File: config.mk
export PLATFORM = sky130hd
export DESIGN_NAME = ask_bpsk_modulator_unit
export DESIGN_NICKNAME = d
export VERILOG_FILES = /design/src/hw/rtl/abm_pkg.sv /design/src/hw/rtl/ask_bpsk_modulator_unit.sv /design/src/hw/rtl/abm_front.sv /design/src/hw/rtl/abm_fifo.sv /design/src/hw/rtl/abm_back.sv
export SDC_FILE = /design/constraint.sdc
export NUM_CORES = 1
export LEC_CHECK = 0
export BUFFER_PORTS_ARGS = -buffer_cell sky130_fd_sc_hd__buf_2
export CAP_MARGIN = 20
export CORE_MARGIN = 3
export CORE_UTILIZATION = 39
export CTS_CLUSTER_DIAMETER = 150
export DETAILED_ROUTE_END_ITERATION = 8
export PLACE_DENSITY = 0.59
export SYNTH_ARGS = -nofsm -noshare
export SYNTH_HDL_FRONTEND = slang
export SYNTH_SLANG_ARGS = --single-unit
File: constraint.sdc
create_clock -name clk -period 8.7 [get_ports clk]
set_input_delay 0.435 -clock clk [delete_from_list [all_inputs] [get_ports clk]]
set_output_delay 0.435 -clock clk [all_outputs]
set_load 0.05 [all_outputs]
File: src/hw/rtl/abm_pkg.sv
// ----------------------------------------------------------------------------
// abm_pkg
// Shared types, codes and the quarter-wave sine generator of the ASK/BPSK
// modulator.
// ----------------------------------------------------------------------------
package abm_pkg;

  // carrier phase and sine table geometry
  localparam int PHASE_W   = 16;
  localparam int SINE_BITS = 8;
  localparam int QBITS     = SINE_BITS - 2;
  localparam int QLEN      = 1 << QBITS;
  localparam int MAG_W     = 15;
  localparam int SAMPLE_W  = 16;

  // configuration port
  localparam int CFG_IDX_W  = 8;
  localparam int CFG_DATA_W = 16;
  localparam logic [CFG_IDX_W-1:0] REG_MODE       = 8'd0;
  localparam logic [CFG_IDX_W-1:0] REG_AMPLITUDE  = 8'd1;
  localparam logic [CFG_IDX_W-1:0] REG_PHASE_STEP = 8'd2;
  localparam logic [CFG_IDX_W-1:0] REG_SPS        = 8'd3;

  // symbol codes on the input
  localparam logic [1:0] SYM_ZERO = 2'd0;
  localparam logic [1:0] SYM_ONE  = 2'd1;

  // keying modes
  localparam logic MODE_ASK  = 1'b0;
  localparam logic MODE_BPSK = 1'b1;

  localparam int QUEUE_DEPTH = 2;

  typedef enum logic [1:0] {
    CLS_ZERO = 2'd0,
    CLS_ONE  = 2'd1,
    CLS_HALF = 2'd2
  } sym_class_t;

  typedef struct packed {
    sym_class_t cls;
    logic       eof;
  } entry_t;

  typedef struct packed {
    logic issue;
    logic last;
  } seq_status_t;

  // Magnitude of sin(pi/2 * u/QLEN) in Q15 by a Q30 Taylor series; used with
  // constant arguments only, to build the quarter-wave table.
  function automatic logic [MAG_W-1:0] sine_mag(input int unsigned u);
    longint unsigned x;
    longint unsigned x2;
    longint unsigned p;
    longint unsigned y;
    longint unsigned m;
    x  = 64'(u) << (30 - QBITS);
    x2 = (x * x) >> 30;
    p  = 64'd5026996 - ((x2 * 64'd172272) >> 30);
    p  = 64'd85569306 - ((x2 * p) >> 30);
    p  = 64'd693598668 - ((x2 * p) >> 30);
    p  = 64'd1686629713 - ((x2 * p) >> 30);
    y  = (x * p) >> 30;
    m  = (y + 64'd16384) >> 15;
    if (m > 64'd32767) begin
      m = 64'd32767;
    end
    return m[MAG_W-1:0];
  endfunction

endpackage

File: src/hw/rtl/ask_bpsk_modulator_unit.sv
// ----------------------------------------------------------------------------
// ask_bpsk_modulator_unit
// ASK / BPSK carrier modulator: each symbol request yields a burst of
// samples from a phase accumulator, cleared after each frame, and a sine table.
// ----------------------------------------------------------------------------
//  channel  | handshake           | payload
//  ---------+---------------------+--------------------------------------
//  in       | in_valid/in_ready   | symbol, end_of_frame
//  out      | out_valid/out_ready | sample, last_of_symbol
//  cfg      | cfg_valid/cfg_ready | cfg_index, cfg_data
//
//  A symbol occupies samples_per_symbol samples (0 read as 1, capped at
//  MAX_SAMPLES_PER_SYMBOL), one sample a cycle from the head-of-queue sequencer
//  unless out stalls; samples pass address, magnitude, product and output regs.
//  Reset restores the register defaults, clears the phase and empties the queue.
//  out_ready low with a sample waiting freezes the sample pipeline; requests
//  are still taken until the two-entry queue is full.
// ----------------------------------------------------------------------------
module ask_bpsk_modulator_unit #(
  parameter int MAX_SAMPLES_PER_SYMBOL = 64
) (
  input  logic                             clk,
  input  logic                             rst,
  input  logic                             in_valid,
  output logic                             in_ready,
  input  logic [1:0]                       symbol,
  input  logic                             end_of_frame,
  output logic                             out_valid,
  input  logic                             out_ready,
  output logic signed [15:0]               sample,
  output logic                             last_of_symbol,
  input  logic                             cfg_valid,
  output logic                             cfg_ready,
  input  logic [abm_pkg::CFG_IDX_W-1:0]    cfg_index,
  input  logic [abm_pkg::CFG_DATA_W-1:0]   cfg_data
);

  localparam int CW = $clog2(MAX_SAMPLES_PER_SYMBOL + 1);
  localparam int QW = $bits(abm_pkg::entry_t) + CW;

  logic                              mode;
  logic [abm_pkg::MAG_W-1:0]         amplitude;
  logic [abm_pkg::PHASE_W-1:0]       phase_step;
  logic [6:0]                        sps;

  logic                              q_push;
  logic                              q_ready;
  logic                              q_pop;
  logic                              q_valid;
  abm_pkg::entry_t                   push_entry;
  logic [CW-1:0]                     push_cnt;
  logic [QW-1:0]                     head_data;
  abm_pkg::entry_t                   head_entry;
  logic [CW-1:0]                     head_cnt;
  abm_pkg::seq_status_t              seq_st;
  logic [abm_pkg::SAMPLE_W-1:0]      sample_bits;

  assign cfg_ready = 1'b1;

  always_ff @(posedge clk) begin
    if (rst) begin
      mode       <= abm_pkg::MODE_ASK;
      amplitude  <= 15'd16384;
      phase_step <= 16'd4096;
      sps        <= 7'd16;
    end else if (cfg_valid) begin
      case (cfg_index)
        abm_pkg::REG_MODE:       mode       <= cfg_data[0];
        abm_pkg::REG_AMPLITUDE:  amplitude  <= cfg_data[abm_pkg::MAG_W-1:0];
        abm_pkg::REG_PHASE_STEP: phase_step <= cfg_data;
        abm_pkg::REG_SPS:        sps        <= cfg_data[6:0];
        default: ;
      endcase
    end
  end

  abm_front #(
    .MAX_SPS (MAX_SAMPLES_PER_SYMBOL),
    .CW      (CW)
  ) u_front (
    .in_valid     (in_valid),
    .in_ready     (in_ready),
    .symbol       (symbol),
    .end_of_frame (end_of_frame),
    .sps          (sps),
    .q_ready      (q_ready),
    .q_push       (q_push),
    .q_entry      (push_entry),
    .q_cnt        (push_cnt)
  );

  abm_fifo #(
    .WIDTH (QW)
  ) u_fifo (
    .clk        (clk),
    .rst        (rst),
    .push       (q_push),
    .push_data  ({push_entry, push_cnt}),
    .push_ready (q_ready),
    .pop        (q_pop),
    .head_valid (q_valid),
    .head_data  (head_data)
  );

  assign head_entry = abm_pkg::entry_t'(head_data[QW-1:CW]);
  assign head_cnt   = head_data[CW-1:0];

  abm_back #(
    .CW (CW)
  ) u_back (
    .clk            (clk),
    .rst            (rst),
    .q_valid        (q_valid),
    .q_entry        (head_entry),
    .q_cnt          (head_cnt),
    .q_pop          (q_pop),
    .mode           (mode),
    .amplitude      (amplitude),
    .phase_step     (phase_step),
    .out_valid      (out_valid),
    .out_ready      (out_ready),
    .sample         (sample_bits),
    .last_of_symbol (last_of_symbol),
    .status         (seq_st)
  );

  assign sample = $signed(sample_bits);

`ifndef NO_ASSERTIONS
  a_issue_needs_request: assert property (@(posedge clk) disable iff (rst)
    seq_st.issue |-> q_valid)
    else $error("sample issued with empty request queue");

  a_pop_on_last: assert property (@(posedge clk) disable iff (rst)
    q_pop == (seq_st.issue && seq_st.last))
    else $error("request retired other than on its last sample");

  a_empty_accepts: assert property (@(posedge clk) disable iff (rst)
    !q_valid |-> in_ready)
    else $error("input stalled with empty queue");
`endif

endmodule

File: src/hw/rtl/abm_front.sv
// ----------------------------------------------------------------------------
// abm_front
// Takes symbol requests, classifies the symbol code and fixes the sample
// count of the symbol before it enters the queue.
// ----------------------------------------------------------------------------
module abm_front #(
  parameter int MAX_SPS = 64,
  parameter int CW      = 7
) (
  input  logic                 in_valid,
  output logic                 in_ready,
  input  logic [1:0]           symbol,
  input  logic                 end_of_frame,
  input  logic [6:0]           sps,
  input  logic                 q_ready,
  output logic                 q_push,
  output abm_pkg::entry_t      q_entry,
  output logic [CW-1:0]        q_cnt
);

  assign in_ready = q_ready;
  assign q_push   = in_valid && q_ready;

  always_comb begin
    q_entry.eof = end_of_frame;
    unique case (symbol)
      abm_pkg::SYM_ZERO: q_entry.cls = abm_pkg::CLS_ZERO;
      abm_pkg::SYM_ONE:  q_entry.cls = abm_pkg::CLS_ONE;
      default:           q_entry.cls = abm_pkg::CLS_HALF;
    endcase
  end

  // zero counts as one, anything above the limit saturates
  always_comb begin
    if (sps > 7'(MAX_SPS)) begin
      q_cnt = CW'(MAX_SPS);
    end else if (sps == 7'd0) begin
      q_cnt = CW'(1);
    end else begin
      q_cnt = CW'(sps);
    end
  end

endmodule

File: src/hw/rtl/abm_fifo.sv
// ----------------------------------------------------------------------------
// abm_fifo
// Short request queue between front and back.
// ----------------------------------------------------------------------------
module abm_fifo #(
  parameter int WIDTH = 10
) (
  input  logic             clk,
  input  logic             rst,
  input  logic             push,
  input  logic [WIDTH-1:0] push_data,
  output logic             push_ready,
  input  logic             pop,
  output logic             head_valid,
  output logic [WIDTH-1:0] head_data
);

  localparam int DEPTH = abm_pkg::QUEUE_DEPTH;
  localparam int PW    = $clog2(DEPTH);
  localparam int FW    = $clog2(DEPTH + 1);

  logic [WIDTH-1:0] mem [DEPTH];
  logic [PW-1:0]    wr_ptr;
  logic [PW-1:0]    rd_ptr;
  logic [FW-1:0]    fill;
  logic             do_push;
  logic             do_pop;

  assign push_ready = (fill != FW'(DEPTH));
  assign head_valid = (fill != FW'(0));
  assign head_data  = mem[rd_ptr];
  assign do_push    = push && push_ready;
  assign do_pop     = pop && head_valid;

  always_ff @(posedge clk) begin
    if (rst) begin
      wr_ptr <= '0;
      rd_ptr <= '0;
      fill   <= '0;
    end else begin
      if (do_push) begin
        wr_ptr <= (wr_ptr == PW'(DEPTH - 1)) ? '0 : wr_ptr + PW'(1);
      end
      if (do_pop) begin
        rd_ptr <= (rd_ptr == PW'(DEPTH - 1)) ? '0 : rd_ptr + PW'(1);
      end
      if (do_push && !do_pop) begin
        fill <= fill + FW'(1);
      end else if (do_pop && !do_push) begin
        fill <= fill - FW'(1);
      end
    end
  end

  always_ff @(posedge clk) begin
    if (do_push) begin
      mem[wr_ptr] <= push_data;
    end
  end

endmodule

File: src/hw/rtl/abm_back.sv
// ----------------------------------------------------------------------------
// abm_back
// Sample sequencer and carrier datapath: phase accumulator, quarter-wave
// sine table, amplitude multiply, keying and saturation.
// ----------------------------------------------------------------------------
module abm_back #(
  parameter int CW = 7
) (
  input  logic                           clk,
  input  logic                           rst,
  input  logic                           q_valid,
  input  abm_pkg::entry_t                q_entry,
  input  logic [CW-1:0]                  q_cnt,
  output logic                           q_pop,
  input  logic                           mode,
  input  logic [abm_pkg::MAG_W-1:0]      amplitude,
  input  logic [abm_pkg::PHASE_W-1:0]    phase_step,
  output logic                           out_valid,
  input  logic                           out_ready,
  output logic [abm_pkg::SAMPLE_W-1:0]   sample,
  output logic                           last_of_symbol,
  output abm_pkg::seq_status_t           status
);

  localparam int AW = abm_pkg::SINE_BITS;
  localparam int QB = abm_pkg::QBITS;
  localparam int MW = abm_pkg::MAG_W;
  localparam int PW = 2 * abm_pkg::MAG_W;

  // quarter-wave magnitude table, QLEN + 1 entries
  logic [MW-1:0] sine_rom [abm_pkg::QLEN + 1];

  for (genvar g = 0; g <= abm_pkg::QLEN; g++) begin : g_rom
    localparam logic [MW-1:0] MAG = abm_pkg::sine_mag(g);
    assign sine_rom[g] = MAG;
  end

  logic                        adv;
  logic                        issue;
  logic                        last;
  logic [CW-1:0]               idx;
  logic [abm_pkg::PHASE_W-1:0] phase_acc;

  // stage 1: table address
  logic                        v1;
  logic [AW-1:0]               s1_addr;
  abm_pkg::sym_class_t         s1_cls;
  logic                        s1_last;
  // stage 2: magnitude
  logic                        v2;
  logic [MW-1:0]               s2_mag;
  logic                        s2_neg;
  abm_pkg::sym_class_t         s2_cls;
  logic                        s2_last;
  // stage 3: product
  logic                        v3;
  logic [PW-1:0]               s3_prod;
  logic                        s3_neg;
  logic                        s3_half;
  logic                        s3_zero;
  logic                        s3_last;

  logic [QB:0]                 rom_idx;
  logic                        s2_neg_next;
  logic signed [PW:0]          signed_prod;
  logic signed [PW:0]          shifted;
  logic [abm_pkg::SAMPLE_W-1:0] sample_next;

  // whole pipe holds while a finished sample waits
  assign adv    = !out_valid || out_ready;
  assign issue  = adv && q_valid;
  assign last   = (idx == q_cnt - CW'(1));
  assign q_pop  = issue && last;
  assign status = '{issue: issue, last: last};

  always_ff @(posedge clk) begin
    if (rst) begin
      idx       <= '0;
      phase_acc <= '0;
      v1        <= 1'b0;
      v2        <= 1'b0;
      v3        <= 1'b0;
      out_valid <= 1'b0;
    end else if (adv) begin
      v1        <= q_valid;
      v2        <= v1;
      v3        <= v2;
      out_valid <= v3;
      if (q_valid) begin
        idx <= last ? '0 : idx + CW'(1);
        // restart the carrier after the last sample of a frame
        phase_acc <= (last && q_entry.eof) ? '0 : phase_acc + phase_step;
      end
    end
  end

  always_comb begin
    if (s1_addr[QB]) begin
      rom_idx = (QB + 1)'(abm_pkg::QLEN) - {1'b0, s1_addr[QB-1:0]};
    end else begin
      rom_idx = {1'b0, s1_addr[QB-1:0]};
    end
  end

  always_comb begin
    s2_neg_next = s2_neg;
    if (s2_cls == abm_pkg::CLS_ZERO) begin
      s2_neg_next = !s2_neg;
    end
  end

  always_comb begin
    signed_prod = s3_neg ? -$signed({1'b0, s3_prod}) : $signed({1'b0, s3_prod});
    shifted     = s3_half ? (signed_prod >>> 16) : (signed_prod >>> 15);
    if (s3_zero) begin
      sample_next = '0;
    end else if (shifted > (PW + 1)'(32767)) begin
      sample_next = 16'h7fff;
    end else if (shifted < -(PW + 1)'(32768)) begin
      sample_next = 16'h8000;
    end else begin
      sample_next = shifted[abm_pkg::SAMPLE_W-1:0];
    end
  end

  always_ff @(posedge clk) begin
    if (adv) begin
      s1_addr        <= phase_acc[abm_pkg::PHASE_W-1 -: AW];
      s1_cls         <= q_entry.cls;
      s1_last        <= last;
      s2_mag         <= sine_rom[rom_idx];
      s2_neg         <= s1_addr[AW-1];
      s2_cls         <= s1_cls;
      s2_last        <= s1_last;
      s3_prod        <= PW'(amplitude) * PW'(s2_mag);
      s3_neg         <= s2_neg_next;
      s3_half        <= (s2_cls == abm_pkg::CLS_HALF);
      s3_zero        <= (s2_cls == abm_pkg::CLS_ZERO) && (mode == abm_pkg::MODE_ASK);
      s3_last        <= s2_last;
      sample         <= sample_next;
      last_of_symbol <= s3_last;
    end
  end

endmodule

==> results of run 1 <==
==> cell usage after synthesis, drive strengths merged, types with 5 or more instances <==
master,count,area [µm²]
nor4,8,77.6
edfxtp,101,3030
nand3b,6,45.0
a31oi,13,81.3
clkbuf,94,353
a211oi,11,82.6
dfxtp,71,1420
xor2,28,245
or2,6,37.5
nand2b,14,90.1
a2111oi,15,131
xnor2,36,315
nor2,129,484
o221ai,5,43.8
nor2b,15,93.8
a21o,11,82.6
o31ai,7,52.6
o21a,5,37.5
fa,168,3360
nand2,253,950
ha,121,1510
o211ai,9,67.6
mux2i,18,180
buf,9,48.8
nor3,26,130
a221oi,5,43.8
and2,147,920
a21oi,132,661
or3,5,31.3
nand4,9,56.3
and3,7,43.8
nand3,46,230
inv,229,860
mux2,8,90.1
o21ai,72,360
==> power groups by stage <==
| stage | Clock, mW | Combinational (mW) | Sequential [mW] |
|---|---|---|---|
| floorplan | 0 | 0.623 | 1.20 |
| global placement | 0 | 0.828 | 1.21 |
| detailed placement | 0 | 0.837 | 1.22 |
| CTS | 0.769 | 0.845 | 1.21 |
| global route | 0.804 | 0.945 | 1.24 |
| finish | 0.747 | 0.840 | 1.21 |
==> final cells by class <==
| class | instances | area share (%) |
|---|---|---|
| Sequential cell | 172 | 24.8 |
| Tap cell | 539 | 3.75 |
| Timing Repair Buffer | 63 | 1.94 |
| Clock buffer | 17 | 2.37 |
| Clock inverter | 15 | 0.843 |
| Multi-Input combinational cell | 1392 | 61.5 |
| Inverter | 230 | 4.81 |
==> per-layer routing <==
metal	global-route usage [%]	wire length, µm	vias up
met3	4.50	2420	52
li1	-	-	6246
met4	4.90	634	2
met1	25.1	18500	6248
met5	0	7	-
met2	26.9	17500	370
==> state kept, by name, indices dropped and copies added, names as in the netlist, 2 cells and up, named ones only <==
register and cells:
u_back.s3_prod 30, u_fifo.mem 20, phase_step 16, u_back.phase_acc 16, u_back.sample 16, amplitude 15
u_back.s2_mag 15, u_back.s1_addr 8, sps 7, u_back.idx 7, u_back.s1_cls 2, u_back.s2_cls 2
u_fifo.fill 2
==> worst register-to-register path, cell delays in order (launching register included) <==
cell       delay, ns
edfxtp_1        0.61
and2_1          0.29
fa_1            0.56
inv_1           0.06
fa_1            0.47
inv_1           0.05
fa_1            0.50
fa_1            0.52
fa_1            0.55
inv_1           0.06
fa_1            0.53
inv_1           0.04
ha_1            0.37
a21oi_1         0.17
o21ai_0         0.14
or4_1           0.48
a21o_1          0.20
nand3_1         0.17
o21ai_0         0.15
a2111oi_0       0.42
a311oi_1        0.09
==> stage by stage <==
step	std cells	utilization [%]	total power [mW]	instance area (µm²)
after global routing	2428	42.5	2.99	18000
final	2428	42.5	2.80	18000
after floorplan	1897	-	1.82	16800
after detailed placement	2396	41.2	2.06	17400
after CTS	2428	42.5	2.82	18000
after global placement	2396	41.2	2.04	17400
==> kinds of logic (layout without fill, tap and decap cells) <==
kind of cell / Yosys count / count (layout) / share of synthesized area [%]
simple gates: 686 / 686 / 19.9
flops: 172 / 172 / 26.6
xor+xnor: 64 / 64 / 3.35
fa+ha+maj: 289 / 289 / 29.1
mux: 26 / 26 / 1.61
buf+inv: 333 / 325 / 7.55
compound gates: 326 / 326 / 11.9
other cells: 1 / 1 / 0.0224
==> worst max-delay path by stage <==
stage | slack [ns] | end | depth (start not counted)
CTS | 2.01 | u_back.s3_prod[29] | 20
global placement | 2.17 | u_back.s3_prod[29] | 20
detailed placement | 2.03 | u_back.s3_prod[29] | 20
floorplan | 2.58 | u_back.s3_prod[29] | 21
finish | 2.02 | u_back.s3_prod[29] | 20
global route | 1.58 | u_back.s3_prod[29] | 20
==> flow_metrics.tcl, run 1 <==
set metrics [dict create \
    outcome "completed" \
    critPathArrivalTime_ns 6.87 \
    clk_pin_slew_ns 0.07 \
    swShare_pct 39.6 \
    rsz0062_at_grt "false" \
    min_to "u_fifo.mem[1][7]" \
    wire_per_inst_um 16.1 \
    hold_depth 1 \
    track_usage_pct 17.7 \
    fin_ws_ns 2.02 \
    post-cts-setup-buffers 0 \
    cap_violations 0 \
    cp_cell_sequence "and2_1 -> fa_1 -> inv_1 -> fa_1 -> inv_1 -> fa_1 -> fa_1 -> fa_1 -> inv_1 -> fa_1 -> inv_1 -> ha_1 -> a21oi_1 -> o21ai_0 -> or4_1 -> a21o_1 -> nand3_1 -> o21ai_0 -> a2111oi_0 -> a311oi_1" \
    io_pins 52 \
    start_util_pct 39.7 \
    vias 12900 \
    dieArea_um2 45500 \
    cp_top_family "adder cells" \
    fmax_mhz 150 \
    crit_type "flop to flop" \
    cts_hold_buf 0 \
    htree_num_levels 4 \
    crit_path_frequent_cell "fa_1" \
    finalSetupTns_ns 0 \
    antenna_found_initial 2 \
    worst-endpoint-required_ns 8.89 \
    ant_nets 0 \
    clk_path_buf_depth 2 \
    drv_slew 0 \
    hp-class "input port to flop" \
    p_switching_mw 1.11 \
    max_stage_delay_ns 0.61 \
    gp_congestion 0.879 \
    hold_violations 0 \
    slew-limit-headroom_pct 32.6 \
    whs_ns 0.175 \
    firstDrtPassIters 6 \
    ff2ff_path_depth 20 \
    grt_max_degree 67 \
    postSynthAreaPerCell_um2 8.83 \
    grt_pass1_vias 12700 \
    antenna_cells 0 \
    r2r-end "u_back.s3_prod[29]" \
    synth_seq_cells 172 \
    viasPerCell 5.32 \
    nFillCells 4179 \
    reg2reg_slack_ns 2.02 \
    num_rows 75 \
    grt_pass1_wl_mm 64.7 \
    peakVddDrop_v 0.000129 \
    share_seq_of_total_power_pct 43.3 \
    cp-end-kind "flop" \
    die_w_um 213 \
    layout_commonest_cell "nand2_1" \
    root_buffer "clkbuf_16" \
    syn-cell-area_um2 16800 \
    min_from "end_of_frame" \
    synth_edf_count 101 \
    fin_worst_skew_ns 0.0172 \
    crit_buf_inv 4 \
    r2r-start "u_back.s2_mag[11]" \
    setup_viol 0 \
    period_needed_ns 6.68 \
    gr-total-overflow 0 \
    io_buffers 50 \
    drive_above_1_share_pct 6.41 \
    critical_path.max_fanout 15 \
    clock_sinks 172 \
    combPwrFrac_pct 30.0 \
    ctsResizeCount 0 \
    tightestPinTransition_ns 1.00 \
    synth.distinct_cells 73 \
    dp_hpwl_mm 29.4 \
    yosysWarnings 0 \
    pwr-share-clk_pct 26.7 \
    seq_area_frac_synth_pct 26.6 \
    async_reset_ff_share_pct 0 \
    syn_nets 2218 \
    ff_latch_area_um2 4450 \
    multi_input_area_um2 11000 \
    critPathLaunch "u_back.s2_mag[11]" \
    core_um2 42200 \
    synth-main-ff-cell "edfxtp_1" \
    clock_latency_ns 0.46 \
    slowest_stage "edfxtp_1" \
    mostFrequentLayoutCells "nand2_1 (253), inv_1 (228), fa_1 (168)" \
    die_h_um 213 \
    remaining_drc_errors 0 \
    pre_cts_ws_ns 2.03 \
    syn_inst 1897 \
    layout.nets 2197 \
    power_density_nw_per_um2 156 \
    min_period_over_period_pct 76.8 \
    power.internal_mw 1.69 \
    cts_buffers 17 \
    drt_iter0_markers 1011 \
    leakage_nw 8.14 \
    cts_tree "yes" \
    critPathLaunchType "flop" \
    synthToLayoutAreaGrowth_pct 7.24 \
    routed_wirelength_mm 39.1 \
]
No activity file was read; power rests on OpenSTA's default activity.
==> run 2: changes to the inputs <==
==> constraint.sdc (replaced) <==
create_clock -name clk -period 6.55 [get_ports clk]
set_input_delay 0.3275 -clock clk [delete_from_list [all_inputs] [get_ports clk]]
set_output_delay 0.3275 -clock clk [all_outputs]
set_load 0.05 [all_outputs]
==> flow_metrics.tcl, run 2 (synthesis gave the netlist of run 1 again) <==
set metrics [dict create \
    fin_worst_skew_ns 0.0147 \
    cap_violations 0 \
    wire_per_inst_um 16.1 \
    fmax_mhz 157 \
    peakVddDrop_v 0.000172 \
    dieArea_um2 45500 \
    firstDrtPassIters 6 \
    power.internal_mw 2.37 \
    largest-register "u_back.s3_prod" \
    die_w_um 213 \
    largest_reg_flops 30 \
    critPathArrivalTime_ns 6.56 \
    hp-class "input port to flop" \
    crit_type "flop to flop" \
    layout_commonest_cell "nand2_1" \
    p_switching_mw 1.47 \
    grt_max_degree 67 \
    cp-end-kind "flop" \
    final_util_pct 43.5 \
    drt_iter0_markers 1012 \
    swShare_pct 38.3 \
    track_usage_pct 17.8 \
    critPathLaunchType "flop" \
    setup_viol 0 \
    reg2reg_slack_ns 0.17 \
    htree_num_levels 4 \
    min_from "end_of_frame" \
    root_buffer "clkbuf_16" \
    clock_latency_ns 0.45 \
    antenna_cells 0 \
    grt_pass1_wl_mm 65.2 \
    core_um2 42200 \
    vias 13000 \
    cts_tree "yes" \
    share_seq_of_total_power_pct 39.4 \
    period_needed_ns 6.38 \
    cts_buffers 17 \
    synthToLayoutAreaGrowth_pct 9.63 \
    power_density_nw_per_um2 209 \
    critical_path.max_fanout 6 \
    num_rows 75 \
    ff2ff_path_depth 21 \
    combPwrFrac_pct 33.8 \
    dp_hpwl_mm 30.2 \
    clk_path_buf_depth 2 \
    io_buffers 50 \
    min_to "u_fifo.mem[1][7]" \
    gp_congestion 0.886 \
    clk_pin_slew_ns 0.07 \
    worst-endpoint-required_ns 6.74 \
    cts_hold_buf 0 \
    critPathLaunch "u_back.s2_mag[4]" \
    io_pins 52 \
    mostFrequentLayoutCells "nand2_1 (253), inv_1 (228), fa_1 (168)" \
    hold_depth 1 \
    slew-limit-headroom_pct 36.0 \
    routed_wirelength_mm 39.7 \
    remaining_drc_errors 0 \
    die_h_um 213 \
    clock_sinks 172 \
    layout.nets 2241 \
    reg_top3 "u_back.s3_prod (30), u_fifo.mem (20)" \
    start_util_pct 39.7 \
    drive_above_1_share_pct 9.21 \
    pwr-share-clk_pct 26.8 \
    tightestPinTransition_ns 0.952 \
    finalSetupTns_ns 0 \
    grt_pass1_vias 12600 \
    gr-total-overflow 0 \
    r2r-start "u_back.s2_mag[4]" \
    hold_violations 0 \
    viasPerCell 5.27 \
    antenna_found_initial 0 \
    r2r-end "u_back.s3_prod[29]" \
    leakage_nw 8.39 \
    min_period_over_period_pct 97.3 \
    drv_slew 0 \
    ant_nets 0 \
    outcome "completed" \
]
[run 2: cell types whose count changed in the layout (fill, tap and decap cells not counted), sizes merged]
cell	previous run	this run
buf	63	107
clkinv	8	4
clkbuf	17	20
bufinv	0	1
clkinvlp	1	0
inv	236	237
[run 2: power groups by stage]
stage	registers, mW	logic [mW]	clock network [mW]
after floorplan	1.59	0.827	0
after global placement	1.55	1.20	0
after detailed placement	1.56	1.21	0
after CTS	1.53	1.25	1.06
after global routing	1.54	1.45	1.10
final	1.52	1.30	1.03
[run 2: routing by layer]
| metal | wire length [µm] | track usage (%) | up-vias |
|---|---|---|---|
| met4 | 599 | 4.60 | 0 |
| li1 | - | - | 6320 |
| met1 | 18900 | 25.3 | 6276 |
| met5 | 0 | 0 | - |
| met3 | 2030 | 3.41 | 44 |
| met2 | 18200 | 28.2 | 391 |
[run 2: what timing repair did]
action                                  in CTS  in global routing
endpoints found under the setup margin       1                  5
gates cloned                                 0                  0
gates resized for setup                      0                 20
pin swaps                                    0                  1
setup buffers                                4                  8
[run 2: how the worst max path moves through the flow]
stage	endpoint	slack (ns)
3_3_place_gp	u_back.s3_prod[29]	0.1
4_1_cts	u_back.s3_prod[29]	0.02
2_1_floorplan	u_back.s3_prod[29]	0.43
6_report	u_back.s3_prod[29]	0.17
3_5_place_dp	u_back.s3_prod[29]	0.003
5_1_grt	u_back.s3_prod[29]	-0.01
[run 2: critical path: stages, from the launching register on]
cell and delay [ns]:
edfxtp_1 0.51, buf_4 0.19, and2_1 0.14, fa_1 0.52, inv_1 0.07, fa_1 0.54, inv_1 0.06, fa_1 0.52
fa_1 0.44, fa_1 0.54, inv_1 0.05, fa_1 0.53, inv_1 0.04, ha_1 0.22, a21oi_1 0.17, o21ai_1 0.11
or4_1 0.47, a21o_1 0.20, nand3_2 0.12, o21ai_0 0.13, a2111oi_1 0.46, a311oi_1 0.09
[run 2: per-stage QoR]
step / cell area [µm²] / std cells / setup WS (ns) / hold WS (ns) / power [mW]
2_1_floorplan: 16800 / 1897 / 0.435 / 0.400 / 2.42
3_3_place_gp: 17600 / 2428 / 0.0994 / 0.407 / 2.75
3_5_place_dp: 17600 / 2428 / 0.00329 / 0.405 / 2.77
4_1_cts: 18200 / 2464 / 0.0206 / 0.0383 / 3.83
5_1_grt: 18400 / 2472 / -0.00972 / 0.0319 / 4.09
6_report: 18400 / 2472 / 0.175 / 0.0637 / 3.85
[run 2: final cells by class]
cell class | instances | area [µm²]
tap | 539 | 674
timing repair buffer | 107 | 676
inverter | 230 | 865
sequential | 172 | 4460
fill | 4141 | 23900
multi-input combinational | 1392 | 11100
clock buffer | 20 | 468
clock inverter | 12 | 118
==> run 3: changes to the inputs <==
--- a/config.mk
+++ b/config.mk
@@ -8,10 +8,10 @@
 export BUFFER_PORTS_ARGS = -buffer_cell sky130_fd_sc_hd__buf_2
 export CAP_MARGIN = 20
 export CORE_MARGIN = 3
-export CORE_UTILIZATION = 39
+export CORE_UTILIZATION = 58
 export CTS_CLUSTER_DIAMETER = 150
 export DETAILED_ROUTE_END_ITERATION = 8
-export PLACE_DENSITY = 0.59
+export PLACE_DENSITY = 0.8
 export SYNTH_ARGS = -nofsm -noshare
 export SYNTH_HDL_FRONTEND = slang
 export SYNTH_SLANG_ARGS = --single-unit
==> flow_metrics.tcl, run 3 (synthesis gave the netlist of run 1 again) <==
set metrics [dict create \
    clock_latency_ns 0.45 \
    fmax_mhz 160 \
    min_period_over_period_pct 95.5 \
    peakVddDrop_v 0.000132 \
    crit_type "flop to flop" \
    routed_wirelength_mm 40.0 \
    clock_sinks 172 \
    tightestPinTransition_ns 1.12 \
    cts_buffers 17 \
    finalSetupTns_ns 0 \
    r2r-start "u_back.s2_mag[4]" \
    drive_above_1_share_pct 9.31 \
    grt_pass1_vias 13200 \
    antenna_cells 0 \
    cts_hold_buf 0 \
    critPathLaunch "u_back.s2_mag[4]" \
    placed_cell_area_um2 17400 \
    io_pins 52 \
    num_rows 61 \
    die_h_um 176 \
    grt_max_degree 84 \
    clk_path_buf_depth 2 \
    outcome "completed" \
    remaining_drc_errors 0 \
    layout.nets 2241 \
    start_util_pct 59.6 \
    wire_per_inst_um 17.3 \
    fin_worst_skew_ns 0.0176 \
    mostFrequentLayoutCells "nand2_1 (253), inv_1 (228), fa_1 (168)" \
    gr-total-overflow 0 \
    layout_commonest_cell "nand2_1" \
    clk_pin_slew_ns 0.08 \
    slew-limit-headroom_pct 25.1 \
    largest_reg_flops 30 \
    drv_slew 0 \
    dieArea_um2 31000 \
    grt_pass1_wl_mm 66.1 \
    firstDrtPassIters 6 \
    htree_num_levels 4 \
    root_buffer "clkbuf_16" \
    vias 13500 \
    viasPerCell 5.82 \
    critPathCapture "u_back.s3_prod[29]" \
    r2r-end "u_back.s3_prod[29]" \
    design_area_um2 18200 \
    io_buffers 50 \
    die_w_um 176 \
    setup_viol 0 \
    core_um2 28100 \
    cap_violations 0 \
    power_density_nw_per_um2 211 \
    period_needed_ns 6.26 \
    track_usage_pct 26.1 \
    reg2reg_slack_ns 0.29 \
    drt_iter0_markers 1183 \
    final_util_pct 64.7 \
    hold_violations 0 \
    cts_tree "yes" \
    hp-class "input port to flop" \
    critPathArrivalTime_ns 6.44 \
    critPathLaunchType "flop" \
    ff2ff_path_depth 21 \
    largest-register "u_back.s3_prod" \
    gp_congestion 0.931 \
    synthToLayoutAreaGrowth_pct 8.53 \
    cp-end-kind "flop" \
    antenna_found_initial 0 \
    worst-endpoint-required_ns 6.73 \
    critical_path.max_fanout 6 \
    ant_nets 0 \
    rsz0062_at_grt "false" \
    reg_top3 "u_back.s3_prod (30), u_fifo.mem (20)" \
    leakage_nw 8.38 \
    dp_hpwl_mm 29.1 \
]
==> run 3: cell types whose count changed in the layout (fill, tap and decap cells not counted), moves of 2 or more <==
cell	change
o21ai_1	-3
inv_4	-2
clkinv_4	+2
clkinv_8	+5
ha_1	+2
o21ai_2	+2
==> run 3: metal layers <==
layer / track usage, % / up-vias / part of all wire [%]
li1: - / 6341 / -
met5: 0 / - / 0
met4: 6.57 / 0 / 1.6
met2: 42.5 / 560 / 48
met3: 4.49 / 58 / 7.6
met1: 36.7 / 6497 / 43
==> run 3: worst min-delay path by stage <==
stage,slack (ns),startpoint,endpoint,cells after the start
floorplan,0.40,u_back.s3_last,u_back.last_of_symbol,0
global placement,0.40,u_back.s1_cls[1],u_back.s2_cls[1],0
detailed placement,0.40,u_back.s1_cls[0],u_back.s2_cls[0],0
CTS,0.06,end_of_frame,u_fifo.mem[0][7],1
global route,0.06,end_of_frame,u_fifo.mem[0][7],1
finish,0.07,end_of_frame,u_fifo.mem[0][7],1
==> run 3: through the flow <==
| stage | total power, mW | std cells | hold slack (ns) | worst slack (ns) |
|---|---|---|---|---|
| global route | 4.05 | 2311 | 0.0635 | 0.00523 |
| detailed placement | 2.74 | 2260 | 0.405 | 0.0138 |
| CTS | 3.77 | 2292 | 0.0642 | 0.0123 |
| finish | 3.83 | 2311 | 0.0744 | 0.293 |
| global placement | 2.71 | 2260 | 0.404 | 0.161 |
| floorplan | 2.42 | 1897 | 0.400 | 0.435 |
==> run 3: where the power goes <==
group	switching [mW]	internal, mW	total [mW]	leakage (nW)
logic	0.829	0.472	1.30	6.39
registers	0.168	1.34	1.50	1.71
clock network	0.517	0.512	1.03	0.284
total	1.51	2.32	3.83	8.38
==> run 3: timing repair <==
| item | 4_1_cts | 5_1_grt |
|---|---|---|
| gates resized for setup | 0 | 18 |
| endpoints found under the setup margin | 0 | 5 |
| buffers inserted | 0 | 17 |
==> run 3: area by class of cell <==
class                   count  area [µm²]
flip-flops and latches    172        4460
repair buffers            107         688
inverters                 230         865
clock buffers              17         425
well taps                 378         473
clock inverters            15         168
multi-input cells        1392       11100
fillers                  2252        9910
==> run 3: critical path: stages, from the launching register on <==
cell and delay, ns:
edfxtp_1 0.43, buf_4 0.19, and2_1 0.15, fa_1 0.50, inv_1 0.05, fa_1 0.52, inv_1 0.05, fa_1 0.51
fa_1 0.44, fa_1 0.54, inv_1 0.05, fa_1 0.52, inv_1 0.04, ha_1 0.36, a21oi_1 0.17, o21ai_0 0.13
or4_1 0.49, a21o_1 0.21, nand3_2 0.13, o21ai_2 0.10, a2111oi_2 0.31, a311oi_1 0.09
